## src/mrm_pkg.sv

```systemverilog
// Package: payload structs, codes and CRC helper for the Modbus RTU register master.
package mrm_pkg;

   localparam int TimerBitsDefault = 16;

   typedef enum logic [1:0] {
      FUNC_READ  = 2'd0,
      FUNC_WRITE = 2'd1,
      FUNC_BYTE  = 2'd2,
      FUNC_TICK  = 2'd3
   } func_type;

   typedef enum logic [1:0] {
      KIND_TX     = 2'd0,
      KIND_DONE   = 2'd1,
      KIND_REJECT = 2'd2
   } kind_type;

   typedef enum logic [1:0] {
      ST_OK      = 2'd0,
      ST_TIMEOUT = 2'd1,
      ST_CRC     = 2'd2,
      ST_FRAME   = 2'd3
   } status_type;

   typedef enum logic [1:0] {
      CSR_DEV_ADDR  = 2'd0,
      CSR_TIMEOUT   = 2'd1,
      CSR_MAX_ATT   = 2'd2,
      CSR_RETRY_GAP = 2'd3
   } csr_idx_type;

   localparam logic [7:0] FC_READ  = 8'h03;
   localparam logic [7:0] FC_WRITE = 8'h06;
   localparam logic [7:0] BYTE_CNT = 8'h02;
   localparam logic [15:0] CRC_INIT = 16'hFFFF;
   localparam logic [15:0] CRC_POLY = 16'hA001;

   typedef struct packed {
      logic [1:0]  func;
      logic [15:0] target_addr;
      logic [15:0] write_value;
      logic [7:0]  rx_byte;
   } req_type;

   typedef struct packed {
      logic [1:0]  kind;
      logic [7:0]  tx_byte;
      logic        last;
      logic [1:0]  status;
      logic [15:0] read_value;
      logic [2:0]  attempts_used;
   } rsp_type;

   // Command from engine to frame emitter.
   typedef struct packed {
      logic        send;       // emit 8-byte request
      logic        done;       // emit one result
      rsp_type     res;        // result for done
      logic [7:0]  dev;
      logic        is_write;
      logic [15:0] target_addr;
      logic [15:0] data;
   } cmd_type;

   function automatic logic [15:0] crc_feed(input logic [15:0] crc, input logic [7:0] b);
      logic [15:0] c;
      c = crc ^ {8'h00, b};
      for (int k = 0; k < 8; k++) begin
         c = c[0] ? ((c >> 1) ^ CRC_POLY) : (c >> 1);
      end
      return c;
   endfunction

endpackage

```

## src/mrm_engine.sv

```systemverilog
// Front part: classifies items, runs the transaction state and queues commands.
module mrm_engine
   import mrm_pkg::*;
#(
   parameter int TIMER_BITS = TimerBitsDefault
) (
   input  logic        clock,
   input  logic        reset,
   input  logic        in_valid,
   output logic        in_stall,
   input  req_type     in_data,
   input  logic [7:0]  dev_addr,
   input  logic [15:0] timeout_ticks,
   input  logic [2:0]  max_attempts,
   input  logic [15:0] retry_gap,
   output logic        cmd_valid,
   input  logic        cmd_take,
   output cmd_type     cmd_data
);

   typedef enum logic [1:0] {PH_IDLE, PH_AWAIT, PH_GAP} phase_type;

   localparam logic [TIMER_BITS-1:0] TMax = {TIMER_BITS{1'b1}};
   // compare width covers both the timer and the 16-bit settings
   localparam int CmpBits = (TIMER_BITS > 16) ? TIMER_BITS : 16;

   phase_type             phase_ff;
   logic                  wr_ff;
   logic [15:0]           reg_ff, data_ff;
   logic [7:0]            store_ff [8];
   logic [3:0]            cnt_ff;
   logic [TIMER_BITS-1:0] timer_ff;
   logic [2:0]            att_ff;
   logic [15:0]           crc_ff;

   // two-entry command queue
   cmd_type               q_ff [2];
   logic [1:0]            qn_ff;

   logic accept;
   assign in_stall = (qn_ff == 2'd2);
   assign accept = in_valid && !in_stall;
   assign cmd_valid = (qn_ff != 2'd0);
   assign cmd_data = q_ff[0];

   logic [2:0] max_eff;
   assign max_eff = (max_attempts == 3'd0) ? 3'd1 : max_attempts;

   // combinational step
   phase_type             phase_in;
   logic                  wr_in;
   logic [15:0]           reg_in, data_in, crc_in;
   logic [3:0]            cnt_in;
   logic [TIMER_BITS-1:0] timer_in, tnext;
   logic [2:0]            att_in;
   logic                  push;
   cmd_type               c;
   logic                  judge, fail_f;
   status_type            fst;
   logic [3:0]            need;
   logic [15:0]           got;
   logic [7:0]            b0, b1, b2, b3;
   logic                  gap_hit;

   always_comb begin
      phase_in = phase_ff;
      wr_in = wr_ff;
      reg_in = reg_ff;
      data_in = data_ff;
      cnt_in = cnt_ff;
      timer_in = timer_ff;
      att_in = att_ff;
      crc_in = crc_ff;
      push = 1'b0;
      c = '0;
      judge = 1'b0;
      fail_f = 1'b0;
      fst = ST_OK;
      need = wr_ff ? 4'd8 : 4'd7;
      got = '0;
      b0 = store_ff[0];
      b1 = store_ff[1];
      b2 = store_ff[2];
      b3 = store_ff[3];
      tnext = (timer_ff == TMax) ? timer_ff : timer_ff + 1'b1;
      gap_hit = 1'b0;
      if (accept) begin
         unique case (func_type'(in_data.func))
            FUNC_READ, FUNC_WRITE: begin
               push = 1'b1;
               if (phase_ff != PH_IDLE) begin
                  c.done = 1'b1;
                  c.res.kind = KIND_REJECT;
               end else begin
                  wr_in = in_data.func[0];
                  reg_in = in_data.target_addr;
                  data_in = in_data.func[0] ? in_data.write_value : 16'h0000;
                  c.send = 1'b1;
                  att_in = 3'd1;
                  phase_in = PH_AWAIT;
                  cnt_in = '0;
                  crc_in = CRC_INIT;
                  timer_in = '0;
               end
            end
            FUNC_BYTE: begin
               if (phase_ff == PH_AWAIT) begin
                  if (cnt_ff < need - 4'd2) crc_in = crc_feed(crc_ff, in_data.rx_byte);
                  cnt_in = cnt_ff + 4'd1;
                  if (cnt_in == need) begin
                     judge = 1'b1;
                     // CRC bytes: last byte is the current one
                     got = wr_ff ? {in_data.rx_byte, store_ff[6]}
                                 : {in_data.rx_byte, store_ff[5]};
                     if (got != crc_ff) begin
                        fail_f = 1'b1; fst = ST_CRC;
                     end else if (b0 != dev_addr || b1 != (wr_ff ? FC_WRITE : FC_READ)) begin
                        fail_f = 1'b1; fst = ST_FRAME;
                     end else if (!wr_ff && b2 != BYTE_CNT) begin
                        fail_f = 1'b1; fst = ST_FRAME;
                     end else begin
                        push = 1'b1;
                        c.done = 1'b1;
                        c.res.kind = KIND_DONE;
                        c.res.status = ST_OK;
                        c.res.read_value = wr_ff ? 16'h0000 : {b3, store_ff[4]};
                        c.res.attempts_used = att_ff;
                        phase_in = PH_IDLE;
                     end
                  end
               end
            end
            FUNC_TICK: begin
               if (phase_ff == PH_AWAIT) begin
                  timer_in = tnext;
                  if (CmpBits'(tnext) > CmpBits'(timeout_ticks) || tnext == TMax) begin
                     fail_f = 1'b1; fst = ST_TIMEOUT;
                  end
               end else if (phase_ff == PH_GAP) begin
                  timer_in = tnext;
                  if (CmpBits'(tnext) >= CmpBits'(retry_gap) || tnext == TMax)
                     gap_hit = 1'b1;
               end
            end
            default: ;
         endcase
      end
      if (fail_f) begin
         if (!wr_ff && att_ff < max_eff) begin
            if (retry_gap == 16'h0000) begin
               gap_hit = 1'b1;
            end else begin
               phase_in = PH_GAP;
               timer_in = '0;
               cnt_in = '0;
            end
         end else begin
            push = 1'b1;
            c.done = 1'b1;
            c.res.kind = KIND_DONE;
            c.res.status = fst;
            c.res.attempts_used = att_ff;
            phase_in = PH_IDLE;
         end
      end
      if (gap_hit) begin
         push = 1'b1;
         c.send = 1'b1;
         att_in = att_ff + 3'd1;
         phase_in = PH_AWAIT;
         cnt_in = '0;
         crc_in = CRC_INIT;
         timer_in = '0;
      end
      c.dev = dev_addr;
      c.is_write = wr_in;
      c.target_addr = reg_in;
      c.data = data_in;
   end

   logic pop;
   assign pop = cmd_valid && cmd_take;

   // new command goes to the head when the queue is empty or its only entry leaves
   logic push_head;
   assign push_head = push && (qn_ff == 2'd0 || (qn_ff == 2'd1 && pop));

   always_ff @(posedge clock) begin
      if (reset) begin
         phase_ff <= PH_IDLE;
         wr_ff <= 1'b0;
         reg_ff <= '0;
         data_ff <= '0;
         cnt_ff <= '0;
         timer_ff <= '0;
         att_ff <= '0;
         crc_ff <= CRC_INIT;
         qn_ff <= '0;
      end else begin
         phase_ff <= phase_in;
         wr_ff <= wr_in;
         reg_ff <= reg_in;
         data_ff <= data_in;
         cnt_ff <= cnt_in;
         timer_ff <= timer_in;
         att_ff <= att_in;
         crc_ff <= crc_in;
         qn_ff <= qn_ff + {1'b0, push} - {1'b0, pop};
      end
   end

   always_ff @(posedge clock) begin
      if (accept && in_data.func == FUNC_BYTE && phase_ff == PH_AWAIT && !judge)
         store_ff[cnt_ff[2:0]] <= in_data.rx_byte;
      if (push_head) q_ff[0] <= c;
      else if (pop) q_ff[0] <= q_ff[1];
      if (push && !push_head) q_ff[1] <= c;
   end

endmodule

```

## src/mrm_emitter.sv

```systemverilog
// Back part: turns queued commands into request bytes or results, with an output register.
module mrm_emitter
   import mrm_pkg::*;
(
   input  logic    clock,
   input  logic    reset,
   input  logic    cmd_valid,
   output logic    cmd_take,
   input  cmd_type cmd_data,
   output logic    out_valid,
   input  logic    out_stall,
   output rsp_type out_data
);

   logic        busy_ff;
   logic [2:0]  idx_ff;
   logic [7:0]  frame_ff [8];
   logic        ov_ff;
   rsp_type     od_ff;
   logic [7:0]  f [8];
   logic [15:0] crc;
   logic        slot;
   rsp_type     byte_rsp;

   assign out_valid = ov_ff;
   assign out_data = od_ff;
   assign slot = !ov_ff || !out_stall;
   assign cmd_take = !busy_ff && slot;

   always_comb begin
      f[0] = cmd_data.dev;
      f[1] = cmd_data.is_write ? FC_WRITE : FC_READ;
      f[2] = cmd_data.target_addr[15:8];
      f[3] = cmd_data.target_addr[7:0];
      f[4] = cmd_data.is_write ? cmd_data.data[15:8] : 8'h00;
      f[5] = cmd_data.is_write ? cmd_data.data[7:0] : 8'h01;
      crc = CRC_INIT;
      for (int i = 0; i < 6; i++) crc = crc_feed(crc, f[i]);
      f[6] = crc[7:0];
      f[7] = crc[15:8];
      // next request byte: first byte of a new frame, or the next stored one
      byte_rsp = '0;
      byte_rsp.kind = KIND_TX;
      byte_rsp.tx_byte = busy_ff ? frame_ff[idx_ff] : f[0];
      byte_rsp.last = busy_ff && (idx_ff == 3'd7);
   end

   always_ff @(posedge clock) begin
      if (reset) begin
         busy_ff <= 1'b0;
         idx_ff <= '0;
         ov_ff <= 1'b0;
      end else if (slot) begin
         if (busy_ff) begin
            ov_ff <= 1'b1;
            od_ff <= byte_rsp;
            idx_ff <= idx_ff + 3'd1;
            if (idx_ff == 3'd7) busy_ff <= 1'b0;
         end else if (cmd_valid) begin
            ov_ff <= 1'b1;
            if (cmd_data.send) begin
               for (int i = 0; i < 8; i++) frame_ff[i] <= f[i];
               od_ff <= byte_rsp;
               idx_ff <= 3'd1;
               busy_ff <= 1'b1;
            end else begin
               od_ff <= cmd_data.res;
            end
         end else begin
            ov_ff <= 1'b0;
         end
      end
   end

endmodule

```

## src/modbus_rtu_register_master.sv

```systemverilog
// Top level of the Modbus RTU register master.
// A result or the first request byte passes through the command queue and then the output register.
// A start yields eight request-byte transfers, one per cycle while the receiver takes them.
// Inputs are taken one per cycle until the two-entry command queue fills; each start then
// holds the frame emitter until all eight request bytes have been sent.
// Synchronous active-high reset: idle, registers at 1, 500, 3, 50.
module modbus_rtu_register_master
   import mrm_pkg::*;
#(
   parameter int TIMER_BITS = TimerBitsDefault
) (
   input  logic        clock,
   input  logic        reset,
   input  logic        req_valid,
   output logic        req_stall,
   input  req_type     req_data,
   output logic        rsp_valid,
   input  logic        rsp_stall,
   output rsp_type     rsp_data,
   input  logic        csr_we,
   input  logic [1:0]  csr_index,
   input  logic [15:0] csr_wdata
);

   logic [7:0]  dev_ff;
   logic [15:0] tmo_ff, gap_ff;
   logic [2:0]  att_ff;

   always_ff @(posedge clock) begin
      if (reset) begin
         dev_ff <= 8'd1;
         tmo_ff <= 16'd500;
         att_ff <= 3'd3;
         gap_ff <= 16'd50;
      end else if (csr_we) begin
         unique case (csr_idx_type'(csr_index))
            CSR_DEV_ADDR:  dev_ff <= csr_wdata[7:0];
            CSR_TIMEOUT:   tmo_ff <= csr_wdata;
            CSR_MAX_ATT:   att_ff <= csr_wdata[2:0];
            CSR_RETRY_GAP: gap_ff <= csr_wdata;
            default: ;
         endcase
      end
   end

   logic    cmd_valid, cmd_take;
   cmd_type cmd_data;

   mrm_engine #(.TIMER_BITS(TIMER_BITS)) u_engine (
      .clock, .reset,
      .in_valid(req_valid), .in_stall(req_stall), .in_data(req_data),
      .dev_addr(dev_ff), .timeout_ticks(tmo_ff), .max_attempts(att_ff),
      .retry_gap(gap_ff),
      .cmd_valid, .cmd_take, .cmd_data
   );

   mrm_emitter u_emitter (
      .clock, .reset,
      .cmd_valid, .cmd_take, .cmd_data,
      .out_valid(rsp_valid), .out_stall(rsp_stall), .out_data(rsp_data)
   );

   a_last_tx: assert property (@(posedge clock) disable iff (reset)
      rsp_valid && rsp_data.last |-> rsp_data.kind == KIND_TX)
      else $error("last set on non-transmit result");
   a_take_slot: assert property (@(posedge clock) disable iff (reset)
      cmd_take && cmd_valid |=> rsp_valid)
      else $error("command taken without output");
   a_hold: assert property (@(posedge clock) disable iff (reset)
      rsp_valid && rsp_stall |=> rsp_valid && $stable(rsp_data))
      else $error("stalled result changed");

endmodule

```

## config.mk

```make
export PLATFORM = sky130hd
export DESIGN_NAME = modbus_rtu_register_master
export DESIGN_NICKNAME = d
export VERILOG_FILES = /design/src/mrm_pkg.sv /design/src/mrm_engine.sv /design/src/mrm_emitter.sv /design/src/modbus_rtu_register_master.sv
export SDC_FILE = /design/constraint.sdc
export NUM_CORES = 1
export LEC_CHECK = 0
export BUFFER_PORTS_ARGS = -buffer_cell sky130_fd_sc_hd__buf_2
export CORE_MARGIN = 1
export CORE_UTILIZATION = 65
export DETAILED_ROUTE_END_ITERATION = 12
export PLACE_DENSITY = 0.89
export SYNTH_ARGS = -nofsm -noshare
export SYNTH_HDL_FRONTEND = slang
export SYNTH_HIERARCHICAL = 1
export SYNTH_SLANG_ARGS = --single-unit
export TNS_END_PERCENT = 30
```

## constraint.sdc

```tcl
create_clock -name clock -period 14.36 [get_ports clock]
set_input_delay 2.154 -clock clock [delete_from_list [all_inputs] [get_ports clock]]
set_output_delay 2.154 -clock clock [all_outputs]
set_load 0.05 [all_outputs]
```

==> results by group <==
Synthesis
  – Post-Syn Area per Cell: 12.4 um^2
  – Synthesis Warnings: 6
  – Gate Count Post-Synth: 1574
  – Post-synthesis instance area: 19500 um^2

Power and ir drop
  – LEAKAGE: 0.00778 uW
  – Net Sw Frac: 0.313
  – Int Power: 3240 uW
  – Power density over the cells: 227 nW/um^2
  – P_sw: 1470 uW
  – Logic gate share of total power: 0.421
  – Max VDD drop: 0.000331 V
  – Clock power share: 0.201
  – Seq pwr share: 0.378

Hold path
  – Hold Crit Start: tmo_ff[11]$_SDFFE_PP0P_
  – Worst min path class: reg -> reg

Placement
  – DP Area: 19600 um^2
  – Final Wtd Congestion: 0.870
  – Final HPWL DP: 27300 um
  – Port bufs: 98

Floorplan
  – I/O pins: 99
  – Overall die area: 30700 um^2
  – Chip Width: 175 um
  – Initial Utilization: 0.659
  – Row cnt: 63
  – Core ar.: 29600 um^2
  – Die H: 175 um

Critical path
  – Arr. time, crit path: 5.79 ns
  – Critical Path Stages: 17
  – Worst Path Max Fanout: 64
  – Critical Path RT: 14.62 ns
  – Slowest cell on crit path: buf_4
  – Critical path launch point: u_engine/timer_ff[0]$_SDFF_PP0_
  – Critical path's top delay family: simple AND/OR/NAND/NOR gates
  – Buf+Inv Stages, Crit Path: 2
  – Worst-path cell chain: ha_1 -> nand3_1 -> nor2_1 -> nand2_1 -> xor2_1 -> inv_1 -> ha_1 -> nand2b_1 -> a21o_1 -> a21oi_1 -> o21ai_0 -> o41ai_1 -> a31oi_1 -> or3_1 -> o31ai_4 -> buf_4 -> mux2_2
  – CP max stage delay: 0.85 ns
  – Setup Crit Path Kind: reg -> reg
  – Crit end category: flop
  – Most common cell on crit path: ha_1
  – R2R cell count: 17
  – Reg-to-reg slack, setup: 8.83 ns
  – RR Endpoint: u_engine/q_ff[0][1]$_DFFE_PP_
  – Worst setup endpoint: u_engine/q_ff[0][1]$_DFFE_PP_
  – Worst flop-to-flop path startpoint: u_engine/timer_ff[0]$_SDFF_PP0_
  – Worst Setup Start Kind: flop

Global routing
  – Vias in the first global route: 11501
  – First-pass GRT wire length: 62600 um
  – Total track usage: 0.262
  – GRT Residual Overflow: 0
  – Initial antenna violation count: 0
  – Pin count of the biggest net entering global routing: 82

Clocking
  – CTS tree: yes
  – Clk Tree Root Cell: clkbuf_16
  – PostCTS Resize Cnt: 0
  – Hold_buf cts: 0
  – Clock Sinks: 403
  – CTS H-tree depth: 2
  – Postcts setup bufs: 0
  – Clock latency on the worst-skew pair: 0.52 ns
  – Clock buffer depth: 3
  – Reg clk slew, reported paths: 0.06 ns
  – Total CTS buffers: 39

Routing
  – Final WL: 39600 um
  – First-iteration detailed-routing DRC count: 1198
  – TritonRoute pass-1 iters: 5
  – Final ANT Viol Nets: 0
  – DRC Markers: 0
  – Via count: 11829
  – Mean routed wirelength per cell: 19.8 um
  – Via/cell ratio: 5.92

Timing
  – Final min period: 5.53 ns
  – Layout Skew: 0.0256 ns
  – RSZ-0062 raised after global routing: no
  – Part of the cycle the worst path needs: 0.385
  – Pin slew with the least headroom to its limit: 1.20 ns
  – Number of max-slew violations in the final report: 0
  – Max Clk Rate: 0.181 GHz
  – Final hold violations: 0
  – Slew HR: 0.194
  – Sum Neg Setup Slack: 0 ns
  – Setup Viol. Count Final: 0

Finish
  – Final Cell Area: 20800 um^2
  – # fillers: 1963
  – Area Overhead vs Synth: 6.66%
  – N_diodes: 0
  – Post-Route Utilization: 0.703
  – Final nets: 1688
  – Fraction of layout cells with a size suffix above 1: 0.172

Flow run
  – Maxcap violations: 0

Run status
  – Status: complete, no violations
cell type report:
class | instances | area (um^2) | area share
flip-flops and latches | 403 | 10800 | 0.521
multi-input cells | 978 | 7550 | 0.363
clock buffers | 48 | 1020 | 0.0491
repair buffers | 106 | 551 | 0.0265
well taps | 390 | 488 | 0.0235
inverters | 52 | 195 | 0.00939
clock inverters | 21 | 153 | 0.00734
routing by layer:
metal / up-vias / track usage / routed length [um]
met4: 0 / 0.0750 / 1050
met1: 5747 / 0.354 / 16400
met2: 499 / 0.445 / 19400
met3: 75 / 0.0363 / 2790
met5: - / 0 / 0
li1: 5508 / - / -
tightest hold or removal path, cell delays in order, from the launching register on:
cell,delay (ns)
dfxtp_1,0.31
nand2b_1,0.06
mux2i_1,0.06
power groups by stage:
stage	registers [uW]	logic, uW	clock network [uW]
floorplan	1800	1690	0
global placement	1790	1840	0
detailed placement	1800	1920	0
CTS	1780	1970	963
global route	1800	2070	1000
finish	1780	1980	949
flip-flops by register name (all words and copies together), names as in the netlist, named ones only:
register,count
u_engine/q_ff,130
u_emitter/frame_ff,58
u_engine/store_ff,56
u_emitter/out_data,32
gap_ff,16
tmo_ff,16
u_engine/crc_ff,16
u_engine/data_ff,16
u_engine/reg_ff,16
u_engine/timer_ff,16
dev_ff,8
u_engine/cnt_ff,4
att_ff,3
u_emitter/idx_ff,3
u_engine/att_ff,3
u_engine/phase_ff,2
u_engine/qn_ff,2
u_emitter/busy_ff,1
u_emitter/out_valid,1
u_engine/wr_ff,1
per-stage QoR:
step	power, uW	setup slack [ns]	instances	hold WS (ns)
floorplan	3490	5.46	1582	0.449
global placement	3630	8.83	1929	0.461
detailed placement	3720	8.61	1929	0.466
CTS	4710	8.92	1998	0.480
global route	4870	8.47	1998	0.493
finish	4710	8.83	1998	0.476
worst min-delay path by stage:
stage | to | depth (start not counted)
2_1_floorplan | tmo_ff[14]$_SDFFE_PP0P_ | 2
3_3_place_gp | tmo_ff[15]$_SDFFE_PP0P_ | 2
3_5_place_dp | tmo_ff[10]$_SDFFE_PP0P_ | 2
4_1_cts | tmo_ff[14]$_SDFFE_PP0P_ | 2
5_1_grt | tmo_ff[11]$_SDFFE_PP0P_ | 2
6_report | tmo_ff[11]$_SDFFE_PP0P_ | 2
cell usage in the layout (no fill, tap or decap), types with 6 or more instances in the layout:
| cell type | n |
|---|---|
| nor3_1 | 16 |
| a21oi_1 | 28 |
| nor4_1 | 13 |
| or3_1 | 6 |
| and2_1 | 91 |
| mux2_2 | 35 |
| conb_1 | 9 |
| clkbuf_1 | 8 |
| edfxtp_1 | 276 |
| nor3b_1 | 6 |
| nand4_1 | 19 |
| a211oi_1 | 7 |
| nor2b_1 | 11 |
| mux4_2 | 10 |
| xnor3_1 | 9 |
| nor2_1 | 84 |
| o21ai_0 | 63 |
| mux2i_1 | 65 |
| dfxtp_1 | 127 |
| nand2_1 | 98 |
| buf_4 | 8 |
| a22oi_1 | 15 |
| buf_2 | 98 |
| mux2_4 | 45 |
| xnor2_1 | 98 |
| clkinv_1 | 9 |
| xor2_1 | 22 |
| ha_1 | 43 |
| nand2b_1 | 56 |
| inv_1 | 51 |
| clkbuf_16 | 39 |
| nand3_1 | 30 |
| a31oi_1 | 8 |
(Power assumes the default switching activity.)
